## src/rtl/tir_pkg.sv

```systemverilog
// tir_pkg: shared widths, register indexes and command codes for the tiled index remapper
// no dependencies
package tir_pkg;

  // default index width of the input channel
  localparam int DEF_INDEX_BITS = 16;

  // result width, fixed by the output field
  localparam int OUT_W = 17;

  // configuration register widths
  localparam int GA_W = 9;
  localparam int CW_W = 5;
  localparam int CH_W = 5;

  // derived sizes: row length (tiles across times tile width) and tile area
  localparam int GW_W = GA_W + CW_W;
  localparam int WH_W = CW_W + CH_W;

  // configuration port
  localparam int CFG_IDX_W  = 2;
  localparam int CFG_DATA_W = GA_W;

  localparam logic [CFG_IDX_W-1:0] REG_GROUPS_ACROSS = 2'd0;
  localparam logic [CFG_IDX_W-1:0] REG_CELL_WIDTH    = 2'd1;
  localparam logic [CFG_IDX_W-1:0] REG_CELL_HEIGHT   = 2'd2;

  // request commands
  localparam logic CMD_FLAT_TO_GROUPED = 1'b0;
  localparam logic CMD_GROUPED_TO_FLAT = 1'b1;

endpackage

```

## src/rtl/tiled_index_remap.sv

```systemverilog
// tiled_index_remap: top level, converts indices between raster and tile-major order
// depends on tir_pkg for widths, register indexes and command codes
//
// usage
//   input channel  : in_valid / in_stall, payload in_command and in_index
//                    command 0 maps a raster index to tile-major, command 1 the reverse
//   result channel : out_valid / out_stall, payload out_mapped_index (17 bits, wraps)
//   config port    : cfg_we / cfg_index / cfg_data, groups across, cell width and
//                    cell height; a written zero counts as one; only while idle
// throughput: one request per cycle while in_stall is low
// pipeline: input register, then the two restoring dividers, each retiring one
//   quotient bit per stage, then four multiply/add stages and the output register
// reset: synchronous, active low; all stage valid bits clear, sizes return to one
// stall: the output register and a one-entry skid register sit behind the pipe;
//   a new request is still taken while a result waits, and in_stall rises only
//   once the skid register is full, at which point the whole pipe holds
module tiled_index_remap
  import tir_pkg::*;
#(
  parameter int INDEX_BITS = DEF_INDEX_BITS
) (
  input  logic                  clk,
  input  logic                  rst_n,

  input  logic                  cfg_we,
  input  logic [CFG_IDX_W-1:0]  cfg_index,
  input  logic [CFG_DATA_W-1:0] cfg_data,

  input  logic                  in_valid,
  output logic                  in_stall,
  input  logic                  in_command,
  input  logic [INDEX_BITS-1:0] in_index,

  output logic                  out_valid,
  input  logic                  out_stall,
  output logic [OUT_W-1:0]      out_mapped_index
);

  // second divider pass runs over the wider of the quotient and the row remainder
  localparam int P2 = (INDEX_BITS > GW_W) ? INDEX_BITS : GW_W;

  // ---------------------------------------------------------------------------
  // configuration, zero stored as one so every divisor is non-zero
  // ---------------------------------------------------------------------------
  logic [GA_W-1:0] ga_r;
  logic [CW_W-1:0] cw_r;
  logic [CH_W-1:0] ch_r;
  logic [GW_W-1:0] gw_r;   // row length in cells
  logic [WH_W-1:0] wh_r;   // cells per tile

  always_ff @(posedge clk) begin
    if (!rst_n) begin
      ga_r <= GA_W'(1);
      cw_r <= CW_W'(1);
      ch_r <= CH_W'(1);
    end else if (cfg_we) begin
      unique case (cfg_index)
        REG_GROUPS_ACROSS: ga_r <= (cfg_data == '0) ? GA_W'(1) : cfg_data;
        REG_CELL_WIDTH:    ga_r <= ga_r;
        REG_CELL_HEIGHT:   ga_r <= ga_r;
        default:           ga_r <= ga_r;
      endcase
      if (cfg_index == REG_CELL_WIDTH) begin
        cw_r <= (cfg_data[CW_W-1:0] == '0) ? CW_W'(1) : cfg_data[CW_W-1:0];
      end
      if (cfg_index == REG_CELL_HEIGHT) begin
        ch_r <= (cfg_data[CH_W-1:0] == '0) ? CH_W'(1) : cfg_data[CH_W-1:0];
      end
    end
  end

  // products are registered from the size registers in the next cycle, before any request reaches them
  always_ff @(posedge clk) begin
    if (!rst_n) begin
      gw_r <= GW_W'(1);
      wh_r <= WH_W'(1);
    end else begin
      gw_r <= GW_W'(ga_r) * GW_W'(cw_r);
      wh_r <= WH_W'(cw_r) * WH_W'(ch_r);
    end
  end

  // ---------------------------------------------------------------------------
  // pipe enable: everything advances while the skid register is empty
  // ---------------------------------------------------------------------------
  logic skid_v_r;
  logic en;

  assign en       = !skid_v_r;
  assign in_stall = skid_v_r;

  // input register
  logic                  in_v_r;
  logic                  in_cmd_r;
  logic [INDEX_BITS-1:0] in_idx_r;

  always_ff @(posedge clk) begin
    if (!rst_n) begin
      in_v_r <= 1'b0;
    end else if (en) begin
      in_v_r <= in_valid;
    end
  end

  always_ff @(posedge clk) begin
    if (en) begin
      in_cmd_r <= in_command;
      in_idx_r <= in_index;
    end
  end

  // ---------------------------------------------------------------------------
  // first divider: index by row length (raster) or tile area (tile-major)
  // one quotient bit per stage, msb first
  // ---------------------------------------------------------------------------
  logic                  p1_v_r   [INDEX_BITS];
  logic                  p1_cmd_r [INDEX_BITS];
  logic [GW_W-1:0]       p1_rem_r [INDEX_BITS];
  logic [INDEX_BITS-1:0] p1_num_r [INDEX_BITS];

  for (genvar s = 0; s < INDEX_BITS; s++) begin : g_p1
    logic                  src_v;
    logic                  src_cmd;
    logic [GW_W-1:0]       src_rem;
    logic [INDEX_BITS-1:0] src_num;
    logic [GW_W-1:0]       div;
    logic [GW_W:0]         trial;
    logic [GW_W:0]         diff;
    logic                  ge;

    if (s == 0) begin : g_first
      assign src_v   = in_v_r;
      assign src_cmd = in_cmd_r;
      assign src_rem = '0;
      assign src_num = in_idx_r;
    end else begin : g_next
      assign src_v   = p1_v_r[s-1];
      assign src_cmd = p1_cmd_r[s-1];
      assign src_rem = p1_rem_r[s-1];
      assign src_num = p1_num_r[s-1];
    end

    always_comb begin
      div   = (src_cmd == CMD_GROUPED_TO_FLAT) ? GW_W'(wh_r) : gw_r;
      trial = {src_rem, src_num[INDEX_BITS-1]};
      diff  = trial - {1'b0, div};
      ge    = (trial >= {1'b0, div});
    end

    always_ff @(posedge clk) begin
      if (!rst_n) begin
        p1_v_r[s] <= 1'b0;
      end else if (en) begin
        p1_v_r[s] <= src_v;
      end
    end

    always_ff @(posedge clk) begin
      if (en) begin
        p1_cmd_r[s] <= src_cmd;
        p1_rem_r[s] <= ge ? diff[GW_W-1:0] : trial[GW_W-1:0];
        p1_num_r[s] <= {src_num[INDEX_BITS-2:0], ge};
      end
    end
  end

  // ---------------------------------------------------------------------------
  // second pass, two dividers side by side
  //   a: first quotient by cell height (raster) or groups across (tile-major)
  //   b: first remainder by cell width
  // ---------------------------------------------------------------------------
  logic            p2_v_r   [P2];
  logic            p2_cmd_r [P2];
  logic [P2-1:0]   p2_qa_r  [P2];
  logic [GA_W-1:0] p2_ra_r  [P2];
  logic [P2-1:0]   p2_qb_r  [P2];
  logic [CW_W-1:0] p2_rb_r  [P2];

  for (genvar t = 0; t < P2; t++) begin : g_p2
    logic            src_v;
    logic            src_cmd;
    logic [P2-1:0]   src_qa;
    logic [GA_W-1:0] src_ra;
    logic [P2-1:0]   src_qb;
    logic [CW_W-1:0] src_rb;
    logic [GA_W-1:0] div_a;
    logic [GA_W:0]   trial_a;
    logic [GA_W:0]   diff_a;
    logic            ge_a;
    logic [CW_W:0]   trial_b;
    logic [CW_W:0]   diff_b;
    logic            ge_b;

    if (t == 0) begin : g_first
      assign src_v   = p1_v_r[INDEX_BITS-1];
      assign src_cmd = p1_cmd_r[INDEX_BITS-1];
      assign src_qa  = P2'(p1_num_r[INDEX_BITS-1]);
      assign src_ra  = '0;
      assign src_qb  = P2'(p1_rem_r[INDEX_BITS-1]);
      assign src_rb  = '0;
    end else begin : g_next
      assign src_v   = p2_v_r[t-1];
      assign src_cmd = p2_cmd_r[t-1];
      assign src_qa  = p2_qa_r[t-1];
      assign src_ra  = p2_ra_r[t-1];
      assign src_qb  = p2_qb_r[t-1];
      assign src_rb  = p2_rb_r[t-1];
    end

    always_comb begin
      div_a   = (src_cmd == CMD_GROUPED_TO_FLAT) ? ga_r : GA_W'(ch_r);
      trial_a = {src_ra, src_qa[P2-1]};
      diff_a  = trial_a - {1'b0, div_a};
      ge_a    = (trial_a >= {1'b0, div_a});
      trial_b = {src_rb, src_qb[P2-1]};
      diff_b  = trial_b - {1'b0, cw_r};
      ge_b    = (trial_b >= {1'b0, cw_r});
    end

    always_ff @(posedge clk) begin
      if (!rst_n) begin
        p2_v_r[t] <= 1'b0;
      end else if (en) begin
        p2_v_r[t] <= src_v;
      end
    end

    always_ff @(posedge clk) begin
      if (en) begin
        p2_cmd_r[t] <= src_cmd;
        p2_qa_r[t]  <= {src_qa[P2-2:0], ge_a};
        p2_ra_r[t]  <= ge_a ? diff_a[GA_W-1:0] : trial_a[GA_W-1:0];
        p2_qb_r[t]  <= {src_qb[P2-2:0], ge_b};
        p2_rb_r[t]  <= ge_b ? diff_b[CW_W-1:0] : trial_b[CW_W-1:0];
      end
    end
  end

  // ---------------------------------------------------------------------------
  // rebuild: ((qa * a) + qb) * b + ra * cell_width + rb, all modulo 2^17
  //   raster to tile-major: a = groups across, b = cells per tile
  //   tile-major to raster: a = cell height,  b = row length
  // ---------------------------------------------------------------------------
  logic            p2_cmd;
  logic [GA_W-1:0] mul_a;

  assign p2_cmd = p2_cmd_r[P2-1];
  assign mul_a  = (p2_cmd == CMD_GROUPED_TO_FLAT) ? GA_W'(ch_r) : ga_r;

  // stage a: tile row product and in-tile row offset
  logic            s3a_v_r;
  logic            s3a_cmd_r;
  logic [OUT_W-1:0] s3a_pa_r;
  logic [OUT_W-1:0] s3a_qb_r;
  logic [GW_W-1:0] s3a_low_r;
  logic [CW_W-1:0] s3a_rb_r;

  always_ff @(posedge clk) begin
    if (!rst_n) begin
      s3a_v_r <= 1'b0;
    end else if (en) begin
      s3a_v_r <= p2_v_r[P2-1];
    end
  end

  always_ff @(posedge clk) begin
    if (en) begin
      s3a_cmd_r <= p2_cmd;
      s3a_pa_r  <= OUT_W'(p2_qa_r[P2-1]) * OUT_W'(mul_a);
      s3a_qb_r  <= OUT_W'(p2_qb_r[P2-1]);
      s3a_low_r <= GW_W'(p2_ra_r[P2-1]) * GW_W'(cw_r);
      s3a_rb_r  <= p2_rb_r[P2-1];
    end
  end

  // stage b: tile number (or raster row) and low part of the result
  logic             s3b_v_r;
  logic             s3b_cmd_r;
  logic [OUT_W-1:0] s3b_tile_r;
  logic [GW_W-1:0]  s3b_low_r;

  always_ff @(posedge clk) begin
    if (!rst_n) begin
      s3b_v_r <= 1'b0;
    end else if (en) begin
      s3b_v_r <= s3a_v_r;
    end
  end

  always_ff @(posedge clk) begin
    if (en) begin
      s3b_cmd_r  <= s3a_cmd_r;
      s3b_tile_r <= s3a_pa_r + s3a_qb_r;
      s3b_low_r  <= s3a_low_r + GW_W'(s3a_rb_r);
    end
  end

  // stage c: scale by cells per tile or row length
  logic [GW_W-1:0]  mul_b;
  logic             s3c_v_r;
  logic [OUT_W-1:0] s3c_hi_r;
  logic [GW_W-1:0]  s3c_low_r;

  assign mul_b = (s3b_cmd_r == CMD_GROUPED_TO_FLAT) ? gw_r : GW_W'(wh_r);

  always_ff @(posedge clk) begin
    if (!rst_n) begin
      s3c_v_r <= 1'b0;
    end else if (en) begin
      s3c_v_r <= s3b_v_r;
    end
  end

  always_ff @(posedge clk) begin
    if (en) begin
      s3c_hi_r  <= s3b_tile_r * OUT_W'(mul_b);
      s3c_low_r <= s3b_low_r;
    end
  end

  // stage d: final sum
  logic             s3d_v_r;
  logic [OUT_W-1:0] s3d_res_r;

  always_ff @(posedge clk) begin
    if (!rst_n) begin
      s3d_v_r <= 1'b0;
    end else if (en) begin
      s3d_v_r <= s3c_v_r;
    end
  end

  always_ff @(posedge clk) begin
    if (en) begin
      s3d_res_r <= s3c_hi_r + OUT_W'(s3c_low_r);
    end
  end

  // ---------------------------------------------------------------------------
  // output register plus one-entry skid register
  // ---------------------------------------------------------------------------
  logic             out_valid_r;
  logic [OUT_W-1:0] out_data_r;
  logic [OUT_W-1:0] skid_data_r;
  logic             out_free;

  // output slot is empty or being taken this cycle
  assign out_free = !out_valid_r || !out_stall;

  always_ff @(posedge clk) begin
    if (!rst_n) begin
      out_valid_r <= 1'b0;
      skid_v_r    <= 1'b0;
    end else if (out_free) begin
      if (skid_v_r) begin
        out_valid_r <= 1'b1;
        skid_v_r    <= 1'b0;
      end else begin
        out_valid_r <= s3d_v_r;
      end
    end else if (s3d_v_r && en) begin
      // result arrives while the output holds: park it
      skid_v_r <= 1'b1;
    end
  end

  always_ff @(posedge clk) begin
    if (out_free) begin
      out_data_r <= skid_v_r ? skid_data_r : s3d_res_r;
    end
    if (!out_free && en) begin
      skid_data_r <= s3d_res_r;
    end
  end

  assign out_valid        = out_valid_r;
  assign out_mapped_index = out_data_r;

endmodule
```

## config.mk

```make
export PLATFORM = sky130hd
export DESIGN_NAME = tiled_index_remap
export DESIGN_NICKNAME = d
export VERILOG_FILES = /design/src/rtl/tir_pkg.sv /design/src/rtl/tiled_index_remap.sv
export SDC_FILE = /design/constraint.sdc
export NUM_CORES = 2
export LEC_CHECK = 0
export BUFFER_PORTS_ARGS = -buffer_cell sky130_fd_sc_hd__buf_2
export CAP_MARGIN = 20
export CORE_ASPECT_RATIO = 2
export CORE_UTILIZATION = 61
export DETAILED_ROUTE_END_ITERATION = 16
export GPL_ROUTABILITY_DRIVEN = 0
export HOLD_SLACK_MARGIN = 0.02
export PLACE_DENSITY_LB_ADDON = 0.25
export SLEW_MARGIN = 15
export SYNTH_ARGS = -nofsm -noshare
export SYNTH_HDL_FRONTEND = slang
export SYNTH_SLANG_ARGS = --single-unit
```

## constraint.sdc

```tcl
create_clock -name clk -period 36.4 [get_ports clk]
set_input_delay 3.64 -clock clk [delete_from_list [all_inputs] [get_ports clk]]
set_output_delay 3.64 -clock clk [all_outputs]
set_load 0.02 [all_outputs]
```

==> impl_metrics.toml <==
[pwr]
p_seq_share_pct = 40.8
swShare_pct = 34.9
clkPwrFrac_pct = 19.3
power_leakage_nw = 36.5
switching_power_mw = 2.72
p_per_area_nw_per_um2 = 85.8
peakVddDrop_uv = 58.6
p_int_mw = 5.08
combPwrFrac_pct = 39.9

[sta]
finalSetupViolCount = 0
fin_skew_ns = 0.0348
hold_violations = 0
fin_crit_sh_pct = 18.7
period_minus_slack_ns = 6.81
worst_slew_pin_slew_ns = 1.11
slew_violations = 0
tns_ns = 0
max_slew_margin_pct = 25.7
rsz0062_at_grt = "no"
final.setup.worst_slack_ns = 29.59
timing.fmax_mhz = 147

[setup_path]
setup.worst_path.class = "register to register"
crit_fanout = 30
arrival_ns = 7.33
end_kind = "register"
ff2ff_path_depth = 22
regToRegEndpoint = "s3c_hi_r[16]"
r2r_slack_ns = 29.59
cp.required_ns = 36.92
r2r_start = "s3b_cmd_r"
startpoint_type = "register"

[final_layout]
nets = 7654
fill_cells = 9872
multi_input_area_um2 = 36400
seq_area_um2 = 44900
drive_gt1_share_pct = 8.99
final_cell_count_no_fill = 8613
areaGrowthSynthToFinish_pct = 8.09

[logic_synthesis]
ys.flop_type = "edfxtp_1"
yosysMostFrequentCell = "edfxtp_1"
synth_top_area_share_pct = 52.1
yosysTopAreaCell = "edfxtp_1"
yosys_warnings = 0
synth_cells = 6704
synthTopCellsByArea = "edfxtp_1 52%, ha_1 8.8%, fa_1 6.3%"
yosysSeqAreaShare_pct = 53.4
synth_area_um2 = 84200
synth_top_family_by_area = "adder cells"
synth_edf_count = 1461
synth_compound_area_share_pct = 7.61
yosys_register_bits = 1513
synth-xor-area-share_pct = 4.08
syn-num-nets = 7594
syn_avg_cell_area_um2 = 12.6
synth_common_cells = "1461 x edfxtp_1, 592 x ha_1, 539 x inv_1"
synthAdderAreaFrac_pct = 15.1
netlist-cell-type-count = 79
yosys-mux-area-fraction_pct = 6.59
async_reset_ff_share_pct = 0
post_synth_and_or_nand_nor_area_fraction_pct = 9.81

[floorplan]
start_util_pct = 61.5
die_y_um = 527
die_x_um = 265
boundaryPins = 52
fp.coreArea_um2 = 137000
die-area_um2 = 140000
num_rows = 192

[worst_hold_path]
min_delay_path_depth = 0
min_delay_worst_endpoint = "p2_qa_r[0][88]"
hp-class = "register to register"
hold_start = "p2_qa_r[0][71]"

[clock_tree]
cts_tree = "yes"
clkTransAtPathRegs_ns = 0.07
post_cts_buffers = 0
clock-sinks = 1513
cts_buffer_depth = 4
cts-hold-fix-buffers = 0
htree_levels = 4
cts_buffers = 144
clkLatencyLatePin_ns = 0.79
ctsResizeCount = 0
root_buffer = "clkbuf_16"

[routing]
finalWirelength_mm = 184
drt_iter0_drc = 2973
drc = 0
avgViaCountPerCell = 5.97
num_vias = 51500
postRouteAntennaNets = 0
first_pass_iters = 6
wl_per_cell_um = 21.4

[grt]
grt_pass1_wl_mm = 288
overflow = 0
grt_max_degree = 160
antenna_found_initial = 4
first_global_vias = 54300
grt_use_total_pct = 26.8

[placement]
dp_slack_ns = 29.64
portBuffers = 51
dp.cells = 8363
dp_hpwl_mm = 129

[job]
drv_cap = 0

[run_status]
outcome = "complete, no violations"
==> worst max path at each step <==
| stage | from | end | slack, ns |
|---|---|---|---|
| final | s3b_cmd_r | s3c_hi_r[16] | 29.59 |
| after global routing | s3b_cmd_r | s3c_hi_r[15] | 29.29 |
| after CTS | s3b_cmd_r | s3c_hi_r[15] | 29.65 |
| after detailed placement | s3b_cmd_r | s3c_hi_r[15] | 29.64 |
| after global placement | s3b_cmd_r | s3c_hi_r[15] | 29.82 |
| after floorplan | in_stall | g_p1[0].src_cmd | 6.98 |
==> through the flow <==
stage / total power, mW / util, % / instance area, um2 / hold WS, ns
4_1_cts: 7.83 / 66.4 / 90900 / 0.409
2_1_floorplan: 5.42 / - / 84200 / 0.400
6_report: 7.81 / 66.4 / 91000 / 0.405
3_5_place_dp: 6.29 / 63.0 / 86300 / 0.405
5_1_grt: 8.28 / 66.4 / 91000 / 0.406
3_3_place_gp: 6.17 / 63.0 / 86300 / 0.400
==> cells by family (layout without fill, tap and decap cells) <==
| logic type | after synthesis | in the layout |
|---|---|---|
| AOI/OAI and AO/OA | 1038 | 1038 |
| buffers and inverters | 752 | 913 |
| xor gates and xnor gates | 392 | 392 |
| and+or+nand+nor | 1626 | 1626 |
| muxes | 526 | 526 |
| DFF | 1513 | 1513 |
| other | 0 | 2 |
| adders and majority gates | 857 | 857 |
==> critical path, stage by stage (launching register included) <==
cell	delay, ns
edfxtp_1	0.98
mux2i_1	0.32
buf_4	0.27
nor2b_1	0.09
fa_1	0.51
inv_1	0.06
fa_1	0.54
inv_1	0.05
fa_1	0.50
inv_1	0.05
fa_1	0.48
inv_1	0.06
fa_1	0.52
inv_1	0.07
fa_1	0.44
inv_1	0.09
ha_1	0.29
and2_1	0.18
o21ai_0	0.27
a31oi_1	0.14
or2_2	0.33
a31oi_1	0.23
xnor2_1	0.10
==> power by group through the flow <==
stage / sequential [mW] / clock [mW] / combinational [mW]
after floorplan: 3.03 / 0 / 2.39
after global placement: 3.19 / 0 / 2.98
after detailed placement: 3.22 / 0 / 3.07
after CTS: 3.19 / 1.54 / 3.11
after global routing: 3.25 / 1.59 / 3.45
final: 3.19 / 1.50 / 3.11
==> routing by layer <==
layer	routed length, um	vias up	global-route usage (%)
li1	-	24000	-
met1	62500	25400	26.6
met2	99800	1386	50.7
met3	6980	677	3.14
met4	14800	0	19.6
met5	0	-	0
==> sequential cells by signal, summed over array words and instances (netlist names), 80 cells and up <==
| signal | cells |
|---|---|
| p2_qb_r | 255 |
| p1_rem_r | 224 |
| p2_qa_r | 256 |
| p2_ra_r | 144 |
| p1_num_r | 256 |
| p2_rb_r | 80 |
==> placed cells by master (no fill, tap or decap), drive strengths merged, types with 265 or more instances in the layout <==
cell	instances
nand2	463
mux2i	303
nor2	272
edfxtp	1461
o21ai	268
inv	546
ha	592
fa	265
a21oi	360
xnor2	266
==> cell type report <==
class | instances | area share (%)
diodes | 2 | 0.00550
multi-input cells | 4439 | 40.0
well taps | 1746 | 2.40
flip-flops and latches | 1513 | 49.4
repair buffers | 126 | 0.935
clock inverters | 76 | 0.879
inverters | 540 | 2.24
clock buffers | 171 | 4.20
Note: power is estimated with default switching activity, not from simulation.
